[src/hw/rtl/signed_long_divider_top_assert.svh]
// Assertion macros for the signed long divider top level.
`ifndef SIGNED_LONG_DIVIDER_TOP_ASSERT_SVH
`define SIGNED_LONG_DIVIDER_TOP_ASSERT_SVH

// Same-cycle implication, disabled during reset.
`define SLD_ASSERT_NOW(label, ante, cons) \
	label: assert property (@(posedge clk) disable iff (!arst_n) (ante) |-> (cons)) \
		else $error("divider assertion failed");

// Next-cycle implication, disabled during reset.
`define SLD_ASSERT_NEXT(label, ante, cons) \
	label: assert property (@(posedge clk) disable iff (!arst_n) (ante) |=> (cons)) \
		else $error("divider assertion failed");

`endif

[src/hw/rtl/sld_pkg.sv]
// Shared types and constants of the signed long divider.
package sld_pkg;

	localparam int QUOT_W    = 64;
	localparam int REM_OUT_W = 32;
	localparam int CNT_W     = 6;

	// Controller to datapath commands.
	typedef struct packed {
		logic load;
		logic step;
		logic finish;
	} cmd_t;

	// Datapath to controller status.
	typedef struct packed {
		logic div_zero;
	} sts_t;

endpackage

[src/hw/rtl/signed_long_divider_top.sv]
// Top level of the signed 64-by-32 long divider.
//
// Input channel: in_valid/in_stall carry one word (dividend, divisor).
// A word is taken when in_valid is high and in_stall is low. in_stall is
// high while the divider works on a word, so one word is in flight at a time.
// Output channel: out_valid/out_stall carry quotient, remainder and
// divide_by_zero; taken when out_valid is high and out_stall is low.
// Quotient truncates toward zero and wraps on overflow; the remainder has
// the sign of the dividend. A zero divisor (low DIVISOR_WIDTH bits) gives
// divide_by_zero with zero results.
// Sequence: load on the accepting edge, 64 non-restoring steps of the shared
// add/subtract unit, then a sign fix-up state that writes the output register;
// a zero divisor skips the steps and goes straight to the fix-up state.
// A new word is taken only after the last one has left the fix-up state.
// The output register parts the two channels: a new word is taken while
// a result still waits. If the receiver stalls, the next result holds in
// the fix-up cycle until the output register frees.
// Reset (arst_n low, asynchronous) returns the sequencer to idle and drops
// out_valid; no result is pending afterward.
module signed_long_divider_top #(
	parameter int DIVISOR_WIDTH = 32
) (
	input  logic                          clk,
	input  logic                          arst_n,
	input  logic                          in_valid,
	output logic                          in_stall,
	input  logic [sld_pkg::QUOT_W-1:0]    dividend,
	input  logic [sld_pkg::REM_OUT_W-1:0] divisor,
	output logic                          out_valid,
	input  logic                          out_stall,
	output logic [sld_pkg::QUOT_W-1:0]    quotient,
	output logic [sld_pkg::REM_OUT_W-1:0] remainder,
	output logic                          divide_by_zero
);

	`include "signed_long_divider_top_assert.svh"

	sld_pkg::cmd_t cmd;
	sld_pkg::sts_t sts;

	// sequencer: owns the handshakes and the step counter
	sld_ctrl u_ctrl (
		.clk       (clk),
		.arst_n    (arst_n),
		.in_valid  (in_valid),
		.in_stall  (in_stall),
		.out_valid (out_valid),
		.out_stall (out_stall),
		.sts       (sts),
		.cmd       (cmd)
	);

	// datapath: operand magnitudes, quotient/remainder registers, output word
	sld_dp #(
		.DIVISOR_WIDTH (DIVISOR_WIDTH)
	) u_dp (
		.clk            (clk),
		.dividend       (dividend),
		.divisor        (divisor),
		.cmd            (cmd),
		.sts            (sts),
		.quotient       (quotient),
		.remainder      (remainder),
		.divide_by_zero (divide_by_zero)
	);

	// an accepted word keeps the input side closed while it is worked on
	`SLD_ASSERT_NEXT(a_busy_after_accept, in_valid && !in_stall, in_stall)
	// a divide-by-zero result carries zero quotient and remainder
	`SLD_ASSERT_NOW(a_dz_zero, out_valid && divide_by_zero, quotient == '0 && remainder == '0)
	// the output register is only loaded while busy, never on an accept edge
	`SLD_ASSERT_NOW(a_no_load_on_accept, in_valid && !in_stall, !cmd.finish)

endmodule

[src/hw/rtl/sld_ctrl.sv]
// Sequencer of the signed long divider: load, quotient bit steps, finish.
module sld_ctrl (
	input  logic          clk,
	input  logic          arst_n,
	input  logic          in_valid,
	output logic          in_stall,
	output logic          out_valid,
	input  logic          out_stall,
	input  sld_pkg::sts_t sts,
	output sld_pkg::cmd_t cmd
);

	typedef enum logic [1:0] {
		S_IDLE,
		S_RUN,
		S_FIN
	} state_t;

	localparam logic [sld_pkg::CNT_W-1:0] CNT_LAST = sld_pkg::CNT_W'(sld_pkg::QUOT_W - 1);

	state_t                    state_q;
	logic [sld_pkg::CNT_W-1:0] cnt_q;
	logic                      out_valid_q;
	logic                      out_free;

	assign out_free   = !out_valid_q || !out_stall;
	assign in_stall   = (state_q != S_IDLE);
	assign out_valid  = out_valid_q;
	assign cmd.load   = (state_q == S_IDLE) && in_valid;
	assign cmd.step   = (state_q == S_RUN);
	assign cmd.finish = (state_q == S_FIN) && out_free;

	always_ff @(posedge clk or negedge arst_n) begin
		if (!arst_n) begin
			state_q     <= S_IDLE;
			cnt_q       <= '0;
			out_valid_q <= 1'b0;
		end else begin
			if (cmd.finish) begin
				out_valid_q <= 1'b1;
			end else if (!out_stall) begin
				out_valid_q <= 1'b0;
			end
			case (state_q)
				S_IDLE: begin
					cnt_q <= '0;
					if (in_valid) begin
						// zero divisor skips the bit steps
						state_q <= sts.div_zero ? S_FIN : S_RUN;
					end
				end
				S_RUN: begin
					cnt_q <= cnt_q + 1'b1;
					if (cnt_q == CNT_LAST) begin
						state_q <= S_FIN;
					end
				end
				S_FIN: begin
					if (out_free) begin
						state_q <= S_IDLE;
					end
				end
				default: begin
					state_q <= S_IDLE;
				end
			endcase
		end
	end

endmodule

[src/hw/rtl/sld_dp.sv]
// Datapath of the signed long divider: magnitudes, non-restoring steps, sign fix-up.
module sld_dp #(
	parameter int DIVISOR_WIDTH = 32
) (
	input  logic                                clk,
	input  logic [sld_pkg::QUOT_W-1:0]          dividend,
	input  logic [sld_pkg::REM_OUT_W-1:0]       divisor,
	input  sld_pkg::cmd_t                       cmd,
	output sld_pkg::sts_t                       sts,
	output logic [sld_pkg::QUOT_W-1:0]          quotient,
	output logic [sld_pkg::REM_OUT_W-1:0]       remainder,
	output logic                                divide_by_zero
);

	localparam int W  = DIVISOR_WIDTH;
	localparam int RW = DIVISOR_WIDTH + 2;

	logic [W-1:0]                 dsr_in;
	logic [W-1:0]                 dsr_q;
	logic [sld_pkg::QUOT_W-1:0]   quo_q;
	logic [RW-1:0]                rem_q;
	logic                         neg_quo_q;
	logic                         neg_rem_q;
	logic                         dz_q;
	logic [RW-1:0]                dext;
	logic [RW-1:0]                shifted;
	logic [RW-1:0]                rem_nxt;
	logic [RW-1:0]                rem_fix;
	logic [W-1:0]                 rem_mag;
	logic signed [W-1:0]          rem_sgn;
	logic [sld_pkg::QUOT_W-1:0]   quo_sgn;
	logic [sld_pkg::QUOT_W-1:0]   quotient_q;
	logic [sld_pkg::REM_OUT_W-1:0] remainder_q;
	logic                         dz_out_q;

	assign dsr_in       = divisor[W-1:0];
	assign sts.div_zero = (dsr_in == '0);

	assign dext    = {2'b00, dsr_q};
	assign shifted = {rem_q[RW-2:0], quo_q[sld_pkg::QUOT_W-1]};
	// add back when the partial remainder is negative, else subtract
	assign rem_nxt = rem_q[RW-1] ? (shifted + dext) : (shifted - dext);

	// final remainder correction, then signs
	assign rem_fix = rem_q[RW-1] ? (rem_q + dext) : rem_q;
	assign rem_mag = rem_fix[W-1:0];
	assign rem_sgn = neg_rem_q ? (W'(0) - rem_mag) : rem_mag;
	assign quo_sgn = neg_quo_q ? (sld_pkg::QUOT_W'(0) - quo_q) : quo_q;

	always_ff @(posedge clk) begin
		if (cmd.load) begin
			dsr_q     <= dsr_in[W-1] ? (W'(0) - dsr_in) : dsr_in;
			quo_q     <= dividend[sld_pkg::QUOT_W-1] ? (sld_pkg::QUOT_W'(0) - dividend)
			                                         : dividend;
			rem_q     <= '0;
			neg_quo_q <= dividend[sld_pkg::QUOT_W-1] ^ dsr_in[W-1];
			neg_rem_q <= dividend[sld_pkg::QUOT_W-1];
			dz_q      <= sts.div_zero;
		end else if (cmd.step) begin
			rem_q <= rem_nxt;
			quo_q <= {quo_q[sld_pkg::QUOT_W-2:0], ~rem_nxt[RW-1]};
		end
		if (cmd.finish) begin
			dz_out_q <= dz_q;
			if (dz_q) begin
				quotient_q  <= '0;
				remainder_q <= '0;
			end else begin
				quotient_q  <= quo_sgn;
				remainder_q <= sld_pkg::REM_OUT_W'(rem_sgn);
			end
		end
	end

	assign quotient       = quotient_q;
	assign remainder      = remainder_q;
	assign divide_by_zero = dz_out_q;

endmodule

[config.mk]
export PLATFORM = sky130hd
export DESIGN_NAME = signed_long_divider_top
export DESIGN_NICKNAME = d
export VERILOG_FILES = /design/src/hw/rtl/sld_pkg.sv /design/src/hw/rtl/signed_long_divider_top.sv /design/src/hw/rtl/sld_ctrl.sv /design/src/hw/rtl/sld_dp.sv
export VERILOG_INCLUDE_DIRS = /design/src /design/src/hw/rtl
export SDC_FILE = /design/constraint.sdc
export NUM_CORES = 1
export LEC_CHECK = 0
export BUFFER_PORTS_ARGS = -buffer_cell sky130_fd_sc_hd__buf_2
export CORE_MARGIN = 2
export CORE_UTILIZATION = 60
export CTS_CLUSTER_SIZE = 10
export DETAILED_ROUTE_END_ITERATION = 8
export GPL_TIMING_DRIVEN = 1
export HOLD_SLACK_MARGIN = 0.12
export PLACE_DENSITY = 0.85
export REMOVE_ABC_BUFFERS = 1
export SLEW_MARGIN = 0
export SYNTH_ARGS = -nofsm -noshare
export SYNTH_HDL_FRONTEND = slang
export SYNTH_HIERARCHICAL = 1
export SYNTH_SLANG_ARGS = --single-unit
[constraint.sdc]
create_clock -name clk -period 6.8 [get_ports clk]
set_input_delay 0.68 -clock clk [delete_from_list [all_inputs] [get_ports clk]]
set_output_delay 0.68 -clock clk [all_outputs]
set_load 0.01 [all_outputs]
**Word-level counts from Yosys, hierarchy flattened**

Cells that the tools add are included.

- Bits in registers: 239
- Latch bits: 0
- Memory bits (writable): 0
- ROM bits: 0
- Input port bits: 100
- Output and inout bits: 99
- Logic and storage cells: 57
- Memories: 0

- Add/sub/neg operators: 8
- Multiply operators: 0
- Divide/modulo/power cells: 0
- Order comparisons: 0
- Equal/unequal tests: 7
- Shift operators: 0
- Muxes and demuxes: 16
- Bitwise gates (word level): 2
- Reductions and logical operators: 11

Operators with widths:

| cell | count |
|---|---|
| $mux W64 | 4 |
| $sub A1 B64 Y64 const A | 2 |
| $mux W32 | 2 |
| $sub A1 B32 Y32 const A | 2 |
| $add A34 B32 Y34 | 1 |
| $mux W34 | 1 |
| $sub A34 B32 Y34 | 1 |
| $add A32 B32 Y32 | 1 |
| $logic_not A32 Y1 | 1 |
| $mux W31 | 1 |
| $pmux W6 S2 | 1 |
| $mux W2 | 4 |
| $add A6 B1 Y6 const B | 1 |
| $eq A6 B6 Y1 const B | 1 |
| $ne A2 B1 Y1 const B | 3 |
| $pmux W2 S3 | 1 |
| $reduce_bool A2 Y1 | 3 |
| $reduce_and A3 Y1 | 1 |
| $eq A2 B1 Y1 const B | 1 |
| $eq A2 B2 Y1 const B | 1 |
| $logic_and A1 B1 Y1 | 2 |
| $logic_not A1 Y1 | 2 |
| $logic_not A2 Y1 | 1 |
| $mux W1 | 2 |
| other kinds (4) | 4 |

**Logic depth before layout (Yosys ltp)**

Gate-level depths: netlist of run 1.

- Depth in word-level cells: 5
- Gate-level depth with buffers: 21
- Depth with buffers taken out: 21

**By module**

Netlist of run 1, hierarchy kept.

Modules (own cells, without submodules):

| module | instances | cells each | area an instance (sq um) | seq. area each (sq um) |
|---|---|---|---|---|
| sld_dp | 1 | 1,805 | 16,667.2 | 6,566.3 |
| sld_ctrl | 1 | 44 | 457.9 | 225.2 |

**Worst setup path before layout of run 1**

No wires, ideal clock.

- Path kind: register to register
- Start: register u_ctrl.state_q[1]
- End: register u_dp.dz_out_q (netlist: u_dp/divide_by_zero) (enable)
- Library setup time: 0.585 ns
- Arrival time: 5.386 ns
- Required time: 6.215 ns
- Path slack: 0.829 ns
- Cell stages (with the launch flop): 4
- Path buffers: 1
- Clock period less this slack: 5.971 ns
- Cell sequence: dfrtp_1 buf_6 or2b_1 a21oi_1

RTL lines:

| what | RTL line | source |
|---|---|---|
| start: declaration | sld_ctrl.sv:21 | `state_t state_q;` |
| start signal: assignment | sld_ctrl.sv:49 | `state_q <= sts.div_zero ? S_FIN : S_RUN;` |
| end signal: assignment | sld_dp.sv:64 | `dz_out_q <= dz_q;` |
| end: declaration | sld_dp.sv:34 | `logic dz_out_q;` |

**Worst setup path in the final report of run 1**

- Start: register u_dp.dsr_q[1]
- End: register u_dp/quo_q[0] in the netlist's numbering (data pin)

- Word-level cells in the longest chain between the ends: 5
- Elaborated cells on any way between the ends: 6
- Those cells by class: add/sub (2); mux (3); bitwise (1)

RTL lines:

| what | RTL line | source |
|---|---|---|
| start: declaration | sld_dp.sv:19 | `logic [W-1:0] dsr_q;` |
| start signal: assignment | sld_dp.sv:52 | `dsr_q <= dsr_in[W-1] ? (W'(0) - dsr_in) : dsr_in;` |
| $sub A34 B32 Y34 or $add A34 B32 Y34 (tied branches) | sld_dp.sv:42 | `assign rem_nxt = rem_q[RW-1] ? (shifted + dext) : (shifted - dext);` |
| $mux W34 * | sld_dp.sv:42 |  |
| $not A1 Y1 * | sld_dp.sv:61 | `quo_q <= {quo_q[sld_pkg::QUOT_W-2:0], ~rem_nxt[RW-1]};` |
| $mux W64 * | sld_dp.sv:59 | `end else if (cmd.step) begin` |
| $mux W64 * | sld_dp.sv:51 | `if (cmd.load) begin` |
| end signal: assignment | sld_dp.sv:53 | `quo_q <= dividend[sld_pkg::QUOT_W-1] ? (sld_pkg::QUOT_W'(0) - dividend)` |
| end signal: assignment | sld_dp.sv:61 |  |
| end: declaration | sld_dp.sv:20 | `logic [sld_pkg::QUOT_W-1:0] quo_q;` |

Every way passes the cells marked *; elsewhere a longest branch is shown, timed or not. The select of a mux whose other input is x is not followed.
A chain may end at the register's enable or synchronous reset.

==> results.sh, run 1 <==
export IMPL_maxSlewViolCount=0
export IMPL_grt_overflow_total=0
export IMPL_yosys_register_bits=239
export IMPL_htreeDepth=1
export IMPL_path_class="reg -> reg"
export IMPL_synthArstFlopShare_pct=3.77
export IMPL_dr_pass1_iters=5
export IMPL_setup_violations=0
export IMPL_crit_arrival_ns=5.98
export IMPL_cts_buffer_depth=3
export IMPL_min_to="u_dp/dsr_q[0]$_DFFE_PP_"
export IMPL_syn2layout_area_growth_pct=12.2
export IMPL_io_pins=199
export IMPL_slowest_delay_ns=0.68
export IMPL_track_usage_pct=28.1
export IMPL_drv_cap=0
export IMPL_total_leakage_power_uw=0.00760
export IMPL_whs_path_depth=1
export IMPL_synth_largest_area_cell="edfxtp_1"
export IMPL_drtIter0Drc=1353
export IMPL_stdcell_count=2406
export IMPL_die_h_um=173
export IMPL_worst_setup_path_start_kind="flip-flop"
export IMPL_synthCells=1849
export IMPL_dpl_hpwl_um=31600
export IMPL_portBuffers=198
export IMPL_slowest_stage="nor3b_1"
export IMPL_status="complete, no violations"
export IMPL_worst_slew_pin_slew_ns=1.14
export IMPL_cts_root_buf="clkbuf_16"
export IMPL_path_cells="nor3_1 > nor3b_1 > nand2_1 > nor3b_1 > a21oi_1 > xor2_1 > ha_1 > nand3_1 > nor2_1 > nand4_1 > nor3_1 > a221o_1 > o41ai_1 > o21bai_1 > o41a_1 > a21oi_1 > xor2_1 > o21ai_1"
export IMPL_insertion_delay_ns=0.55
export IMPL_start_util_pct=61.3
export IMPL_synth_distinct_cells=90
export IMPL_core_um2=27900
export IMPL_nNetsFinal=2177
export IMPL_grt_pass1_vias=14200
export IMPL_endpoint_kind="flip-flop"
export IMPL_grt_max_degree=99
export IMPL_timing_rr_end="u_dp/quo_q[0]$_DFFE_PP_"
export IMPL_crit_buf_inv=0
export IMPL_ys_seq_area_share_pct=39.7
export IMPL_drc=0
export IMPL_hold_violations=0
export IMPL_min_period_over_period_pct=84.0
export IMPL_max_slew_margin_rel_pct=24.0
export IMPL_postRouteAntennaNets=0
export IMPL_cts_tree="done"
export IMPL_antenna_found_initial=2
export IMPL_drive_gt1_share_pct=14.6
export IMPL_worstReg2RegStart="u_dp/dsr_q[1]$_DFFE_PP_"
export IMPL_vias=14800
export IMPL_gp_congestion=0.925
export IMPL_viasPerCell=6.14
export IMPL_numCtsBuffers=29
export IMPL_finClkSkew_ns=0.0188
export IMPL_worstPathRequired_ns=7.07
export IMPL_die_area_um2=29900
export IMPL_min_period_ns=5.71
export IMPL_netlist_area_um2=17100
export IMPL_synth_top_area_share_pct=34.4
export IMPL_wl_per_cell_um=17.9
export IMPL_rsz0062_at_grt="no"
export IMPL_synth_flop_cell="edfxtp_1"
export IMPL_grt_pass1_wl_um=69900
export IMPL_fill_cells=2194
export IMPL_ys_warn_count=6
export IMPL_netlist_top_cells_count="nor2_1 (263), edfxtp_1 (196), xor2_1 (171)"
export IMPL_hold_path_startpoint="divisor[0]"
export IMPL_crit_family="simple AND/OR/NAND/NOR gates"
export IMPL_hp_class="in -> reg"
export IMPL_synthTopCellsByArea="edfxtp_1 (34%), xor2_1 (8.7%), nor2_1 (5.8%)"
export IMPL_synth_edff_count=196
export IMPL_ir_drop_v=0.000225
export IMPL_wl_um=43000
export IMPL_rows=61
export IMPL_avgSynthCellArea_um2=9.26
export IMPL_crit_fanout=6
export IMPL_cts_sinks=239
export IMPL_path_clk_slew_ns=0.06
export IMPL_fmax_mhz=175
export IMPL_place_inst=2351
export IMPL_r2r_slack_ns=1.09
export IMPL_die_w_um=173
export IMPL_reg2reg_depth=18
export IMPL_setup_tns_ns=0
export IMPL_ctsResizeCount=0
export IMPL_yosys_cell_count_top_type="nor2_1"
export IMPL_powerDensity_nw_per_um2=454
## cell families (layout without fill, tap and decap cells)
kind of cell,count (synthesis),in the layout,synth area share [%]
compound gates,504,504,19.2
buf+inv,119,296,2.68
simple gates,631,631,18.3
mux,34,34,2.01
flops,239,239,39.7
xor+xnor,250,250,12.8
other cells,0,2,0
fa+ha+maj,72,72,5.35
## power by group
group / switching, uW / internal, uW / total [uW]
registers: 478 / 2110 / 2590
logic: 2740 / 2000 / 4740
clock network: 576 / 817 / 1390
total: 3800 / 4920 / 8720
## area by class of cell
class | count | area [um^2] | area share (%)
timing repair buffer | 210 | 1080 | 5.64
clock inverter | 4 | 18.8 | 0.0977
sequential | 239 | 6790 | 35.3
inverter | 34 | 128 | 0.664
antenna | 2 | 5.00 | 0.0260
multi-input combinational | 1491 | 9890 | 51.5
clock buffer | 48 | 827 | 4.30
tap | 378 | 473 | 2.46
## through the flow
stage	worst slack [ns]	instance area [um^2]	util (%)	hold WS (ns)	total power [uW]
global placement	1.51	18400	65.7	0.533	7060
detailed placement	1.23	18400	65.7	0.527	7240
finish	1.09	19200	68.8	0.336	8720
global route	0.820	19200	68.8	0.330	9380
CTS	1.20	19200	68.8	0.318	8670
floorplan	0.804	16800	-	0.384	6160
## state kept, by name, indices dropped and copies added, names as in the netlist
signal / count
u_ctrl/cnt_q: 6
u_ctrl/out_valid: 1
u_ctrl/state_q: 2
u_dp/divide_by_zero: 1
u_dp/dsr_q: 32
u_dp/dz_q: 1
u_dp/neg_quo_q: 1
u_dp/neg_rem_q: 1
u_dp/quo_q: 64
u_dp/quotient: 64
u_dp/rem_q: 34
u_dp/remainder: 32
## placed cells by master, fill, tap and decap left out, types with 36 or more instances in the layout
master / instances
a21oi_1: 154
o31ai_1: 57
o21ai_0: 81
buf_2: 198
edfxtp_1: 196
nor3_1: 36
xnor2_1: 79
nor2_1: 263
ha_1: 70
xor2_1: 171
nand2_1: 109
## layer usage
layer | track usage (%) | vias up | share of wire [%]
li1 | - | 7162 | -
met4 | 11.7 | 0 | 4.0
met1 | 36.3 | 6915 | 42
met3 | 3.03 | 115 | 6.2
met5 | 0 | - | 0
met2 | 48.3 | 573 | 48
## worst register-to-register path: stages, from the launching register on
cell      delay (ns)
edfxtp_1        0.47
nor3_1          0.42
nor3b_1         0.56
nand2_1         0.21
nor3b_1         0.68
a21oi_1         0.18
xor2_1          0.17
ha_1            0.36
nand3_1         0.14
nor2_1          0.09
nand4_1         0.15
nor3_1          0.08
a221o_1         0.38
o41ai_1         0.55
o21bai_1        0.20
o41a_1          0.37
a21oi_1         0.20
xor2_1          0.17
o21ai_1         0.07
## timing repair
item                                   in CTS  in global routing
setup buffers                               0                  0
hold buffers                                1                  0
setup endpoints to repair                   0                  0
endpoints found under the hold margin       9                  0
## how the worst max path moves through the flow
stage / from / end / slack [ns] / cells past startpoint
floorplan: u_ctrl/state_q[1]$_DFFE_PN0P_ / u_dp/divide_by_zero$_DFFE_PP_ / 0.80 / 2
global placement: u_dp/dsr_q[1]$_DFFE_PP_ / u_dp/quo_q[0]$_DFFE_PP_ / 1.51 / 18
detailed placement: u_dp/dsr_q[1]$_DFFE_PP_ / u_dp/quo_q[0]$_DFFE_PP_ / 1.23 / 18
CTS: u_dp/dsr_q[1]$_DFFE_PP_ / u_dp/quo_q[0]$_DFFE_PP_ / 1.20 / 18
global route: u_dp/dsr_q[1]$_DFFE_PP_ / u_dp/quo_q[0]$_DFFE_PP_ / 0.82 / 18
finish: u_dp/dsr_q[1]$_DFFE_PP_ / u_dp/quo_q[0]$_DFFE_PP_ / 1.09 / 18
No activity file was read; power rests on OpenSTA's default activity.
==> inputs of run 2 (changes only) <==
- ABC_AREA: default -> 1
- CORE_UTILIZATION: 60 -> 61
- clock period: 6.8 -> 5.55 ns (I/O delays scaled with it)
==> run 2 against run 1 <==
  * Register-to-register slack gained 0.32 ns
  * Highest routed layer is now met5
  * Wire length is 33% higher
  * Critical path type unchanged
  * Critical endpoint unchanged
  * Setup slack better by 0.32 ns
  * Via count is 34% higher
  * Fmax up 38%
  * Design area is 12% higher
  * Largest power group unchanged
==> results.sh, run 2 <==
export IMPL_max_slew_margin_rel_pct=22.5
export IMPL_htreeDepth=1
export IMPL_power_internal_uw=5410
export IMPL_pre_cts_ws_ns=1.46
export IMPL_synth_flop_cell="edfxtp_1"
export IMPL_cts_root_buf="clkbuf_16"
export IMPL_min_period_over_period_pct=74.6
export IMPL_ys_seq_area_share_pct=35.2
export IMPL_p_seq_share_pct=28.0
export IMPL_critPathLaunch="u_dp/dsr_q[1]$_DFFE_PP_"
export IMPL_io_pins=199
export IMPL_final_cell_mix="nand2_1 (677), inv_1 (396), nor2_1 (370)"
export IMPL_final_common_cell="nand2_1"
export IMPL_drv_cap=0
export IMPL_path_clk_slew_ns=0.06
export IMPL_die_w_um=182
export IMPL_cts_tree="done"
export IMPL_numCtsBuffers=30
export IMPL_start_util_pct=61.6
export IMPL_worst_setup_path_start_kind="flip-flop"
export IMPL_worst_slack_ns=1.41
export IMPL_yosys_cell_count_top_type="nand2_1"
export IMPL_setup_violations=0
export IMPL_cts_buffer_depth=3
export IMPL_viasPerCell=5.81
export IMPL_portBuffers=198
export IMPL_worstPathRequired_ns=5.94
export IMPL_netlist_top_cells_count="nand2_1 (677), inv_1 (397), nor2_1 (371)"
export IMPL_grt_pass1_vias=17900
export IMPL_ctsHoldBuffers=1
export IMPL_crit_arrival_ns=4.54
export IMPL_synth_distinct_cells=57
export IMPL_total_leakage_power_uw=0.0101
export IMPL_finClkSkew_ns=0.0156
export IMPL_rsz0062_at_grt="no"
export IMPL_dr_pass1_iters=5
export IMPL_worstReg2RegStart="u_dp/dsr_q[1]$_DFFE_PP_"
export IMPL_drtIter0Drc=2275
export IMPL_worst_slew_pin_slew_ns=1.16
export IMPL_synth_largest_area_cell="edfxtp_1"
export IMPL_vias=19800
export IMPL_nNetsFinal=3151
export IMPL_die_h_um=182
export IMPL_die_area_um2=33100
export IMPL_syn2layout_area_growth_pct=11.5
export IMPL_hold_path_startpoint="out_stall"
export IMPL_dpl_hpwl_um=43800
export IMPL_hold_violations=0
export IMPL_grt_pass1_wl_um=90400
export IMPL_core_um2=31300
export IMPL_powerDensity_nw_per_um2=481
export IMPL_ctsResizeCount=0
export IMPL_status="complete, no violations"
export IMPL_wl_per_cell_um=16.8
export IMPL_grt_max_degree=72
export IMPL_min_period_ns=4.14
export IMPL_fmax_mhz=241
export IMPL_power_switching_uw=4930
export IMPL_endpoint_kind="flip-flop"
export IMPL_insertion_delay_ns=0.57
export IMPL_ys_warn_count=6
export IMPL_rows=65
export IMPL_yosys_register_bits=239
export IMPL_clkPwrFrac_pct=16.8
export IMPL_path_class="reg -> reg"
export IMPL_antenna_found_initial=4
export IMPL_hp_class="in -> reg"
export IMPL_drc=0
export IMPL_postRouteAntennaNets=0
export IMPL_synthCells=2804
export IMPL_synth_edff_count=196
export IMPL_crit_fanout=5
export IMPL_synth_top_area_share_pct=30.5
export IMPL_cts_sinks=239
export IMPL_comb_power_share_pct=55.2
export IMPL_avgSynthCellArea_um2=6.88
export IMPL_swShare_pct=47.7
export IMPL_synthTopCellsByArea="edfxtp_1 (31%), nand2_1 (13%), inv_1 (7.7%)"
export IMPL_grt_overflow_total=0
export IMPL_wl_um=57200
export IMPL_holdWs_ns=0.290
export IMPL_gp_congestion=0.944
export IMPL_maxSlewViolCount=0
export IMPL_synthArstFlopShare_pct=3.77
export IMPL_netlist_area_um2=19300
export IMPL_ir_drop_v=0.000322
export IMPL_drive_gt1_share_pct=10.8
export IMPL_track_usage_pct=33.8
export IMPL_post_cts_buffers=0
## run 2: cell count changes after synthesis, moves of 31 or more
| cell | change |
|---|---|
| inv_1 | +364 |
| mux2i_1 | -31 |
| nand2_1 | +568 |
| nand3_1 | +138 |
| nand4_1 | +35 |
| nor2_1 | +108 |
| nor3_1 | +35 |
| o21ai_0 | +112 |
| o31ai_1 | -48 |
| or3_1 | -33 |
| xnor2_1 | -34 |
| xor2_1 | -89 |
## run 2: routing by layer
| layer | global-route usage [%] | up-vias | routed length, um |
|---|---|---|---|
| li1 | - | 9594 | - |
| met2 | 52.9 | 993 | 24700 |
| met5 | 0 | - | 11 |
| met3 | 5.68 | 126 | 6340 |
| met4 | 8.85 | 2 | 1600 |
| met1 | 48.8 | 9070 | 24500 |
## run 2: cell type report
class | count | area (um^2)
flip-flops and latches | 239 | 6790
well taps | 402 | 503
repair buffers | 211 | 1090
clock buffers | 42 | 806
diodes | 2 | 5.00
clock inverters | 10 | 60.1
multi-input cells | 2092 | 10700
inverters | 405 | 1520
fillers | 2747 | 9800
## run 2: path summary, 6_finish.rpt
check / endpoint / slack (ns) / cells after the start
worst min register to register: u_ctrl/cnt_q[1]$_DFFE_PN0P_ / 0.54 / 1
worst min-delay path: u_ctrl/out_valid$_DFFE_PN0P_ / 0.29 / 3
min in group asynchronous: u_ctrl/cnt_q[4]$_DFFE_PN0P_ / 0.38 / 2
worst max-delay path: u_dp/quo_q[0]$_DFFE_PP_ / 1.41 / 19
max in group asynchronous: u_ctrl/cnt_q[1]$_DFFE_PN0P_ / 4.98 / 2
worst max register to register: u_dp/quo_q[0]$_DFFE_PP_ / 1.41 / 19
## run 2: critical path, stage by stage, from the launching register on
cell and delay [ns]:
edfxtp_1 0.43, inv_1 0.14, ha_1 0.18, nand2_1 0.09
nor2_1 0.17, nand3_1 0.12, nor2_1 0.17, nand4_1 0.17
nor3_1 0.42, a31oi_1 0.20, xor2_1 0.18, ha_1 0.37
a21o_1 0.22, a31oi_1 0.20, o221ai_1 0.15, a21oi_1 0.21
nand2_1 0.12, a21oi_1 0.14, nand2_1 0.08, a31oi_1 0.19
## run 2: stage by stage
stage               utilization [%]  std cells  cell area, um^2  total power [uW]  TNS, ns
floorplan                         -       2736            19000              7020  -152.59
global placement               65.9       3348            20600              8300        0
detailed placement             65.9       3348            20600              8450        0
CTS                            68.7       3401            21500             10200        0
global route                   68.7       3402            21500             11200        0
finish                         68.7       3403            21500             10300        0
## run 2: power groups by stage
stage	clock network, uW	registers [uW]	logic, uW
floorplan	0	2760	4260
global placement	0	2880	5420
detailed placement	0	2890	5560
finish	1740	2890	5710
CTS	1770	2860	5590
global route	1830	2920	6480
## run 2: logic make-up (layout without fill, tap and decap cells)
logic type               count (synthesis)  after routing  synth area share, %
XOR/XNOR                               127            127                 5.77
adder cells (fa/ha/maj)                 72             72                 4.75
buffers and inverters                  473            668                 9.26
flip-flops                             239            239                 35.2
other                                    0              2                    0
AO/OA/AOI/OAI                          463            463                 13.3
AND/OR/NAND/NOR                       1430           1430                 31.7
==> inputs of run 3 (changes only) <==
- ABC_AREA: 1 -> 0
- CORE_UTILIZATION: 61 -> 54
- PLACE_DENSITY: 0.85 -> 0.81
- clock period: 5.55 -> 3.67 ns (I/O delays scaled with it)
==> run 3 against run 2 <==
  * Wire length decreased by 8.8%
  * Combinational power increased by 140%
  * The flow now finishes with violations (setup timing)
  * Critical path type unchanged
  * Critical endpoint is now u_dp/rem_q[32]$_SDFFE_PP0P_
  * Via count decreased by 15%
  * Cell count decreased by 18%
  * Global-route usage decreased by 4.0 points
  * Highest routed layer is now met4
  * Design area increased by 8.4%
  * Total power increased by 100%
==> results.sh, run 3 (synthesis results as in run 1) <==
export IMPL_rsz0062_at_grt="yes"
export IMPL_hp_class="in -> reg"
export IMPL_worst_setup_path_start_kind="flip-flop"
export IMPL_min_period_ns=4.51
export IMPL_die_h_um=182
export IMPL_start_util_pct=54.6
export IMPL_min_period_over_period_pct=123
export IMPL_p_total_uw=21100
export IMPL_cts_sinks=239
export IMPL_slowest_delay_ns=0.40
export IMPL_failed_checks="setup timing"
export IMPL_crit_buf_inv=4
export IMPL_hold_violations=0
export IMPL_insertion_delay_ns=0.57
export IMPL_dpl_hpwl_um=36700
export IMPL_crit_family="compound AO/OA/AOI/OAI gates"
export IMPL_drive_gt1_share_pct=33.5
export IMPL_grt_pass1_wl_um=80800
export IMPL_vias=16800
export IMPL_final_core_util_pct=74.3
export IMPL_worst_slew_pin_slew_ns=1.20
export IMPL_pre_cts_ws_ns=-1.11
export IMPL_crit_fanout=4
export IMPL_final_cell_mix="buf_4 (342), nor2_1 (253), buf_2 (198)"
export IMPL_antenna_found_initial=0
export IMPL_worst_slack_ns=-0.839
export IMPL_holdWs_ns=0.127
export IMPL_drtIter0Drc=1324
export IMPL_crit_top_cell="a21o_1"
export IMPL_maxSlewViolCount=0
export IMPL_rows=65
export IMPL_cts_buffer_depth=3
export IMPL_max_slew_margin_rel_pct=20.0
export IMPL_cts_root_buf="clkbuf_16"
export IMPL_postRouteAntennaNets=0
export IMPL_wl_per_cell_um=18.6
export IMPL_path_class="reg -> reg"
export IMPL_status="finished, violations left"
export IMPL_stdcell_count=2805
export IMPL_fill_cells=2135
export IMPL_setup_violations=29
export IMPL_gp_congestion=0.906
export IMPL_place_inst=2681
export IMPL_dr_pass1_iters=6
export IMPL_grt_max_degree=121
export IMPL_die_area_um2=33200
export IMPL_io_pins=199
export IMPL_drv_cap=0
export IMPL_grt_overflow_total=0
export IMPL_path_cells="or3_4 > buf_6 > nor3b_4 > buf_6 > nand2_4 > nor3b_2 > buf_4 > nor2_2 > xnor2_1 > ha_1 > buf_6 > a21o_1 > a21o_1 > a21o_1 > a21o_1 > a21o_1 > a31o_2 > a31o_4 > a41o_1 > o41ai_2 > nand4b_1 > o221ai_1"
export IMPL_slowest_stage="edfxtp_1"
export IMPL_die_w_um=182
export IMPL_nNetsFinal=2551
export IMPL_drc=0
export IMPL_fmax_mhz=222
export IMPL_path_clk_slew_ns=0.06
export IMPL_final_common_cell="buf_4"
export IMPL_htreeDepth=1
export IMPL_endpoint_kind="flip-flop"
export IMPL_grt_pass1_vias=16200
export IMPL_diodes=0
export IMPL_portBuffers=198
export IMPL_total_leakage_power_uw=0.00971
export IMPL_crit_arrival_ns=5.00
export IMPL_wl_um=52200
export IMPL_finClkSkew_ns=0.0112
export IMPL_worstPathRequired_ns=4.16
export IMPL_core_um2=31400
export IMPL_viasPerCell=5.98
export IMPL_r2r_slack_ns=-0.84
export IMPL_powerDensity_nw_per_um2=907
export IMPL_numCtsBuffers=30
export IMPL_track_usage_pct=29.8
export IMPL_ir_drop_v=0.000524
export IMPL_cts_tree="done"
export IMPL_syn2layout_area_growth_pct=36.2
==> run 3: path summary, 6_finish.rpt <==
check,start,endpoint,cells after the start
max,u_dp/dsr_q[5]$_DFFE_PP_,u_dp/rem_q[32]$_SDFFE_PP0P_,22
min,divisor[12],u_dp/dsr_q[12]$_DFFE_PP_,2
max reg2reg,u_dp/dsr_q[5]$_DFFE_PP_,u_dp/rem_q[32]$_SDFFE_PP0P_,22
min reg2reg,u_dp/rem_q[21]$_SDFFE_PP0P_,u_dp/rem_q[21]$_SDFFE_PP0P_,2
max in group asynchronous,arst_n,u_ctrl/cnt_q[2]$_DFFE_PN0P_,2
min in group asynchronous,arst_n,u_ctrl/out_valid$_DFFE_PN0P_,2
==> run 3: cell type report <==
cell class / instances / area [um^2] / share of cell area, %
clock buffer: 49 / 863 / 3.70
multi-input combinational: 1491 / 10900 / 46.9
clock inverter: 7 / 58.8 / 0.252
sequential: 239 / 6790 / 29.1
tap: 402 / 503 / 2.16
inverter: 34 / 128 / 0.547
timing repair buffer: 583 / 4040 / 17.3
==> run 3: power breakdown <==
group,internal [uW],leakage (uW),switching [uW]
clock,1660,0.000444,1160
combinational,6760,0.00701,6940
sequential,3900,0.00225,722
total,12300,0.00971,8820
==> run 3: routing by layer <==
metal  vias up  share of wire (%)  global-route usage, %
met2       710                 49                   52.5
li1       7906                  -                      -
met5         -                  0                      0
met1      8004                 40                   37.0
met3       164                6.3                   3.49
met4         0                4.6                   12.7
==> run 3: through the flow <==
step,area (um^2),setup TNS [ns]
final,23300,-10.02
after detailed placement,20700,-16.83
after CTS,22600,-7.37
after global routing,23300,-15.75
after floorplan,16800,-557.14
after global placement,20700,-12.81
==> run 3: repair_timing <==
action,in CTS,in global routing
pin swaps,70,58
buffers inserted,25,31
gates resized for setup,119,109
endpoints found under the hold margin,25,0
hold buffers,17,0
endpoints found under the setup margin,37,45
